### config.mk
export PLATFORM = sky130hd
export DESIGN_NAME = ntb_out_queue
export DESIGN_NICKNAME = d
export VERILOG_FILES = /design/src/hdl/ntb_pkg.sv /design/src/hdl/ntb_out_queue.sv
export SDC_FILE = /design/constraint.sdc
export NUM_CORES = 1
export LEC_CHECK = 0
export ABC_AREA = 1
export BUFFER_PORTS_ARGS = -buffer_cell sky130_fd_sc_hd__buf_4
export CAP_MARGIN = 20
export CORE_MARGIN = 2
export CORE_UTILIZATION = 31
export CTS_CLUSTER_DIAMETER = 60
export DETAILED_ROUTE_END_ITERATION = 6
export PLACE_DENSITY_LB_ADDON = 0.25
export REMOVE_ABC_BUFFERS = 1
export SLEW_MARGIN = 20
export SYNTH_ARGS = -nofsm -noshare
export SYNTH_HDL_FRONTEND = slang
export SYNTH_SLANG_ARGS = --single-unit
### constraint.sdc
create_clock -name clk_i -period 7.15 [get_ports clk_i]
set_input_delay 0.715 -clock clk_i [delete_from_list [all_inputs] [get_ports clk_i]]
set_output_delay 0.715 -clock clk_i [all_outputs]
set_load 0.02 [all_outputs]
### src/hdl/ntb_pkg.sv
`timescale 1ns / 1ps
// ----------------------------------------------------------------------------
// ntb_pkg: shared definitions of the nucleotide 2-bit encoder
// Character codes, generator constants and the result beat type.
// ----------------------------------------------------------------------------
package ntb_pkg;

  localparam int unsigned IndexWidthDefault = 32;

  // Minimal-standard generator: x = x * 48271 mod (2^31 - 1)
  localparam logic [31:0] LcgMod = 32'h7FFF_FFFF;
  localparam logic [15:0] LcgMul = 16'd48271;

  // Upper-case nucleotide letters
  localparam logic [7:0] CharA = 8'h41;
  localparam logic [7:0] CharC = 8'h43;
  localparam logic [7:0] CharG = 8'h47;
  localparam logic [7:0] CharT = 8'h54;

  localparam logic [1:0] CodeA = 2'd0;
  localparam logic [1:0] CodeC = 2'd1;
  localparam logic [1:0] CodeG = 2'd2;
  localparam logic [1:0] CodeT = 2'd3;

  // One result beat, position travels beside it
  typedef struct packed {
    logic [1:0]  code;
    logic        ambiguous;
    logic        run_start;
    logic [31:0] run_length;
    logic [7:0]  run_symbol;
    logic        pad;
    logic        last_result;
  } ntb_beat_t;

  typedef struct packed {
    logic      valid;
    ntb_beat_t beat;
  } ntb_push_t;

endpackage

### src/hdl/ntb_out_queue.sv
`timescale 1ns / 1ps
// ----------------------------------------------------------------------------
// ntb_out_queue: two-entry result queue
// Head register drives the output; a second entry absorbs one stalled beat.
// ----------------------------------------------------------------------------
module ntb_out_queue
  import ntb_pkg::*;
#(
  parameter int unsigned INDEX_WIDTH = IndexWidthDefault
) (
  input  logic                   clk_i,
  input  logic                   rst_ni,
  input  ntb_push_t              push_i,
  input  logic [INDEX_WIDTH-1:0] position_i,
  output logic                   can_push_o,
  output logic                   out_valid_o,
  input  logic                   out_ready_i,
  output ntb_beat_t              beat_o,
  output logic [INDEX_WIDTH-1:0] position_o
);

  localparam logic [1:0] CntEmpty = 2'd0;
  localparam logic [1:0] CntOne   = 2'd1;
  localparam logic [1:0] CntFull  = 2'd2;

  logic [1:0]             cnt_q, cnt_d;
  ntb_beat_t              head_q, tail_q;
  logic [INDEX_WIDTH-1:0] head_pos_q, tail_pos_q;
  logic                   push, pop;

  assign can_push_o  = (cnt_q != CntFull);
  assign out_valid_o = (cnt_q != CntEmpty);
  assign push        = push_i.valid && can_push_o;
  assign pop         = out_valid_o && out_ready_i;
  assign beat_o      = head_q;
  assign position_o  = head_pos_q;

  always_comb begin
    cnt_d = cnt_q;
    case (cnt_q)
      CntEmpty: if (push) cnt_d = CntOne;
      CntOne:   if (push && !pop) cnt_d = CntFull;
                else if (!push && pop) cnt_d = CntEmpty;
      CntFull:  if (pop) cnt_d = CntOne;
      default:  cnt_d = CntEmpty;
    endcase
  end

  always_ff @(posedge clk_i or negedge rst_ni) begin
    if (!rst_ni) begin
      cnt_q <= CntEmpty;
    end else begin
      cnt_q <= cnt_d;
    end
  end

  // Payload: a pop from full moves tail to head; a push loads head when it is free or leaving, else parks in tail
  always_ff @(posedge clk_i) begin
    if (cnt_q == CntFull) begin
      if (pop) begin
        head_q     <= tail_q;
        head_pos_q <= tail_pos_q;
      end
    end else if (push) begin
      if (cnt_q == CntEmpty || pop) begin
        head_q     <= push_i.beat;
        head_pos_q <= position_i;
      end else begin
        tail_q     <= push_i.beat;
        tail_pos_q <= position_i;
      end
    end
  end

endmodule

# Word-level counts from Yosys, hierarchy flattened
# Cells that the tools add are included.
totals:
  inputBits: 82
  reg_bits: 158
  output_inout_bits: 80
classes:
  n_mux: 13
  n_bitwise: 2
  eq_ne: 6
  n_reduce_logical: 14
op_table:
  columns: ["operator", "n"]
  rows:
  - ["$mux W46", 4]
  - ["$mux W32", 4]
  - ["$reduce_and A3 Y1", 3]
  - ["$mux W2", 4]
  - ["$ne A2 B2 Y1 const B", 3]
  - ["$pmux W2 S3", 1]
  - ["$reduce_bool A2 Y1", 3]
  - ["$logic_and A1 B1 Y1", 4]
  - ["$ne A3 B3 Y1 const B", 1]
  - ["$eq A2 B1 Y1 const B", 1]
  - ["$eq A2 B2 Y1 const B", 1]
  - ["$logic_not A1 Y1", 2]
  - ["$logic_not A2 Y1", 1]
  - ["$not A1 Y1", 2]
  - ["$logic_or A1 B1 Y1", 1]

# Logic depth before layout (Yosys ltp)
depth:
  ltp_word: 7
  ltp_mapped: 9

# Worst setup path after synthesis
# OpenSTA, ideal clock, no wires.
synth_path:
  path_type: "input port to flip-flop"
  start: "input out_ready_i"
  end: "register tail_pos_q[0] (enable)"
  n_path_buf: 0
  slack_ns: 0.404
  setup_time_ns: 0.611
  stages: 1
  t_arrival_ns: 6.135
  path_cell_list: "nor3_1"
synth_via:
  elab_chain_len: 4
synth_rtl:
  columns: ["item", "line_no", "source"]
  rows:
  - ["start: declaration", "ntb_out_queue.sv:17", "input logic out_ready_i,"]
  - ["$logic_and A1 B1 Y1", "ntb_out_queue.sv:34", "assign pop = out_valid_o && out_ready_i;"]
  - ["$logic_or A1 B1 Y1", "ntb_out_queue.sv:65", "if (cnt_q == CntEmpty || pop) begin"]
  - ["$not A1 Y1 (no line)", null, null]
  - ["$reduce_and A3 Y1 (no line)", null, null]
  - ["end signal: assignment", "ntb_out_queue.sv:70", "tail_pos_q <= position_i;"]
  - ["end: declaration", "ntb_out_queue.sv:28", "logic [INDEX_WIDTH-1:0] head_pos_q, tail_pos_q;"]
# No other way between the ends.
# A chain may end at the register's enable or synchronous reset.

# Worst setup path after layout
layout_path:
  start: "register cnt_q[0]"
  end: "register head_q (netlist bit beat_o[16]) (enable)"
layout_via:
  elab_chain_len: 5
  elab_cells_between_ends: 11
  cone_classes: "3 x eq/ne; 8 x reduce/logical"
layout_rtl:
  columns: ["item", "line_no", "source"]
  rows:
  - ["start: declaration", "ntb_out_queue.sv:26", "logic [1:0] cnt_q, cnt_d;"]
  - ["start signal: assignment", "ntb_out_queue.sv:51", "cnt_q <= CntEmpty;"]
  - ["start signal: assignment", "ntb_out_queue.sv:53", "cnt_q <= cnt_d;"]
  - ["$reduce_bool A2 Y1", "ntb_out_queue.sv:32", "assign out_valid_o = (cnt_q != CntEmpty);"]
  - ["$logic_and A1 B1 Y1", "ntb_out_queue.sv:34", null]
  - ["$logic_or A1 B1 Y1", "ntb_out_queue.sv:65", null]
  - ["$reduce_bool A2 Y1 (no line)", null, null]
  - ["$reduce_and A3 Y1 (no line) (*)", null, null]
  - ["end signal: assignment", "ntb_out_queue.sv:61", "head_q <= tail_q;"]
  - ["end signal: assignment", "ntb_out_queue.sv:66", "head_q <= push_i.beat;"]
  - ["end: declaration", "ntb_out_queue.sv:27", "ntb_beat_t head_q, tail_q;"]
# Mark *: on every way between the ends. The rest lies on a longest branch, timed or not.

==> summary.txt <==
Detailed routing
  – Vias post-DR: 3574
  – 1st-pass router iterations: 5
  – Routed WL: around 12000 um
  – DRT iter0 DRCs: approximately 170
  – DR WL/cell: between 10 and 15 um
  – Post-DRT Antenna Nets: 0
  – # DRC: 0
  – Vias per std cell: about 4.2

Clocking
  – Worst-skew pair later-pin latency: 0.41 ns
  – Clk root buf: clkbuf_16
  – Htree depth: 4
  – Postcts setup bufs: 0
  – CTS tree: done
  – Post-CTS Resized: 0
  – Clk pin slew, worst setup/hold paths: roughly 0.060 ns
  – Cts bufs inserted: 17
  – CTS Hold Bufs: 0
  – Longest Clk Path Bufs: 2
  – Clk sinks: 158

Floorplan
  – Io pins: 162
  – Core Region: 0.0186 sq mm
  – Die area: 0.0201 sq mm
  – Initial Util: 0.315
  – Cell Rows: 50
  – Chip height: 142 um
  – DIE WIDTH: 142 um

Logic synthesis
  – Most frequent cell after synthesis: nand2_1
  – Top post-synthesis cells by count: nand2_1 (237), edfxtp_1 (156), buf_6 (11)
  – Register area share after synthesis: 0.806
  – Yosys synthesis warning count: 0
  – EDFF count, synth: 156
  – Asr flop ratio synth: 0.0127
  – Syn Inst Count: 431
  – Dominant cells by area after synthesis: edfxtp_1 (80%), nand2_1 (15%), buf_6 (2.1%)
  – Top_reg_cell synth: edfxtp_1
  – Distinct cells, synth: 15
  – Largest area contributor in the netlist: edfxtp_1
  – Synth Register Bits: 158
  – Yosys top cell area share: 0.798
  – Syn Std Cell Area: 0.00587 sq mm
  – Syn_area_per_cell: between 10 and 15 sq um

Worst setup path
  – Worst reg2reg path endpoint: beat_o[16]
  – Endpoint type of the worst setup path: flip-flop
  – WP data required: slightly above 7 ns
  – Critical Path Start Type: flip-flop
  – Critical R2R Launch: cnt_q[0]
  – Setup CP Type: reg2reg
  – R2r setup slk: 4.55 ns
  – Crit path arrival time: 2.62 ns
  – Worst Reg2Reg Path Length in Cells: 4
  – Crit-path max FO: 83

STA
  – Final period util: 0.363
  – Clock skew: approximately 0.0094 ns
  – Final-report hold violation count: 0
  – Final Max Tran Viols: 0
  – Post-route setup slack: 4.55 ns
  – Worst slew pin tran: 1.02 ns
  – Crit path time final: 2.60 ns
  – Fin Setup TNS: 0 ns
  – Max frequency: 385 MHz
  – # setup viols final: 0
  – RSZ-0062 raised after global routing: no
  – Headroom to the max-slew limit: 0.317

Placed design
  – Port bufs: 161
  – DP Worst Slack: about 4.5 ns
  – Detailed placement HPWL: between 7000 and 8000 um
  – RePlAce Congestion: between 0.7 and 0.8

Layout
  – Layout area overhead: 35.2%
  – Fillers: about 1700
  – Nets: 681
  – Layout cells sized above 1: 0.327
  – Register Area: 0.00473 sq mm
  – Footprint of the multi-input gates: about 990 sq um
  – N_diodes: 0

Hold path
  – Hold Path Class: in2async

Power and ir drop
  – Pwr Density: 380 mW/mm^2
  – Share of total power in the clock network: 0.337
  – Leak Pwr: 3.34 nW
  – Switching share of power: 0.284
  – Register share of total power: 0.437
  – Logic pwr share: 0.226
  – Int Power: 2.16 mW
  – Peak supply drop: 0.213 mV
  – Net Sw Power: around 0.86 mW

GRT
  – Vias in the first global route: about 3600
  – Grt met1 use: 0.150
  – First-pass GRT wire length: approximately 19000 um
  – Initial antenna violation count: 0
  – Largest net degree at the start of global routing: 84
  – Gr ovfl total: 0
  – Gr busiest metal: met2
  – Met3 Use GR: 0.0422
  – Met2 global-route usage: 0.194
  – Gr usage total: 0.121

Job
  – Max Cap Viol: 0

Outcome
  – Status: finished clean
## power by group through the flow
stage	sequential [mW]	combinational, mW	clock [mW]
finish	1.32	0.682	1.02
global route	1.34	0.750	1.08
CTS	1.32	0.700	1.05
detailed placement	1.34	0.701	0
global placement	1.33	0.690	0
floorplan	1.50	0.232	0
## how the worst max path moves through the flow
stage                      from  cells past startpoint  slack [ns]        endpoint
detailed placement     cnt_q[0]                      4        4.49  position_o[27]
CTS                    cnt_q[0]                      4        4.47      beat_o[42]
global placement       cnt_q[0]                      4        4.55  position_o[21]
finish                 cnt_q[0]                      4        4.55      beat_o[16]
global route           cnt_q[0]                      4        4.34      beat_o[17]
floorplan           out_ready_i                      1        0.40   tail_pos_q[0]
## logic make-up (layout without fill, tap and decap cells)
family                     count (synthesis)  in the layout  share of synthesized area
AOI/OAI and AO/OA                          4              4                    0.00384
adders and majority gates                  1              1                    0.00213
buffers and inverters                     22            202                     0.0294
DFF                                      158            158                      0.806
and+or+nand+nor                          246            246                      0.158
## cell usage in the layout, fill, tap and decap left out, types with 2 or more instances in the layout
master	count
clkbuf_16	17
bufinv_16	6
inv_2	2
clkinv_4	2
edfxtp_1	156
nand3_1	2
inv_1	3
nand2_1	237
buf_4	165
nor2_1	5
clkinv_2	2
dfrtp_1	2
## sequential cells by signal (all words and copies together) (netlist names)
| register | cells |
|---|---|
| beat_o | 46 |
| tail_q | 46 |
| position_o | 32 |
| tail_pos_q | 32 |
| cnt_q | 2 |
## worst max-delay path: stages, from the launching register on
cell and delay (ns):
dfrtp_1 0.42, inv_2 0.12, nand2_4 0.49, a21oi_4 0.32, buf_4 0.81
## layout make-up
| class | count | area share |
|---|---|---|
| multi-input combinational | 251 | 0.124 |
| clock inverter | 14 | 0.0301 |
| tap | 234 | 0.0369 |
| sequential | 158 | 0.596 |
| inverter | 5 | 0.00236 |
| timing repair buffer | 165 | 0.156 |
| clock buffer | 18 | 0.0541 |
## metrics by stage
stage / hold slack (ns) / cells / area, sq um / total power [mW] / util
floorplan: 0.419 / 414 / 5720 / 1.73 / -
global placement: 0.492 / 813 / 7270 / 2.02 / 0.390
detailed placement: 0.496 / 813 / 7270 / 2.04 / 0.390
CTS: 0.0427 / 845 / 7940 / 3.07 / 0.426
global route: 0.0434 / 845 / 7940 / 3.17 / 0.426
finish: 0.0681 / 845 / 7940 / 3.02 / 0.426
## metal layers
metal,up-vias,share of wire
met5,-,0
met3,17,0.063
met2,109,0.48
li1,1789,-
met1,1659,0.44
met4,0,0.018
(Power assumes the default switching activity.)
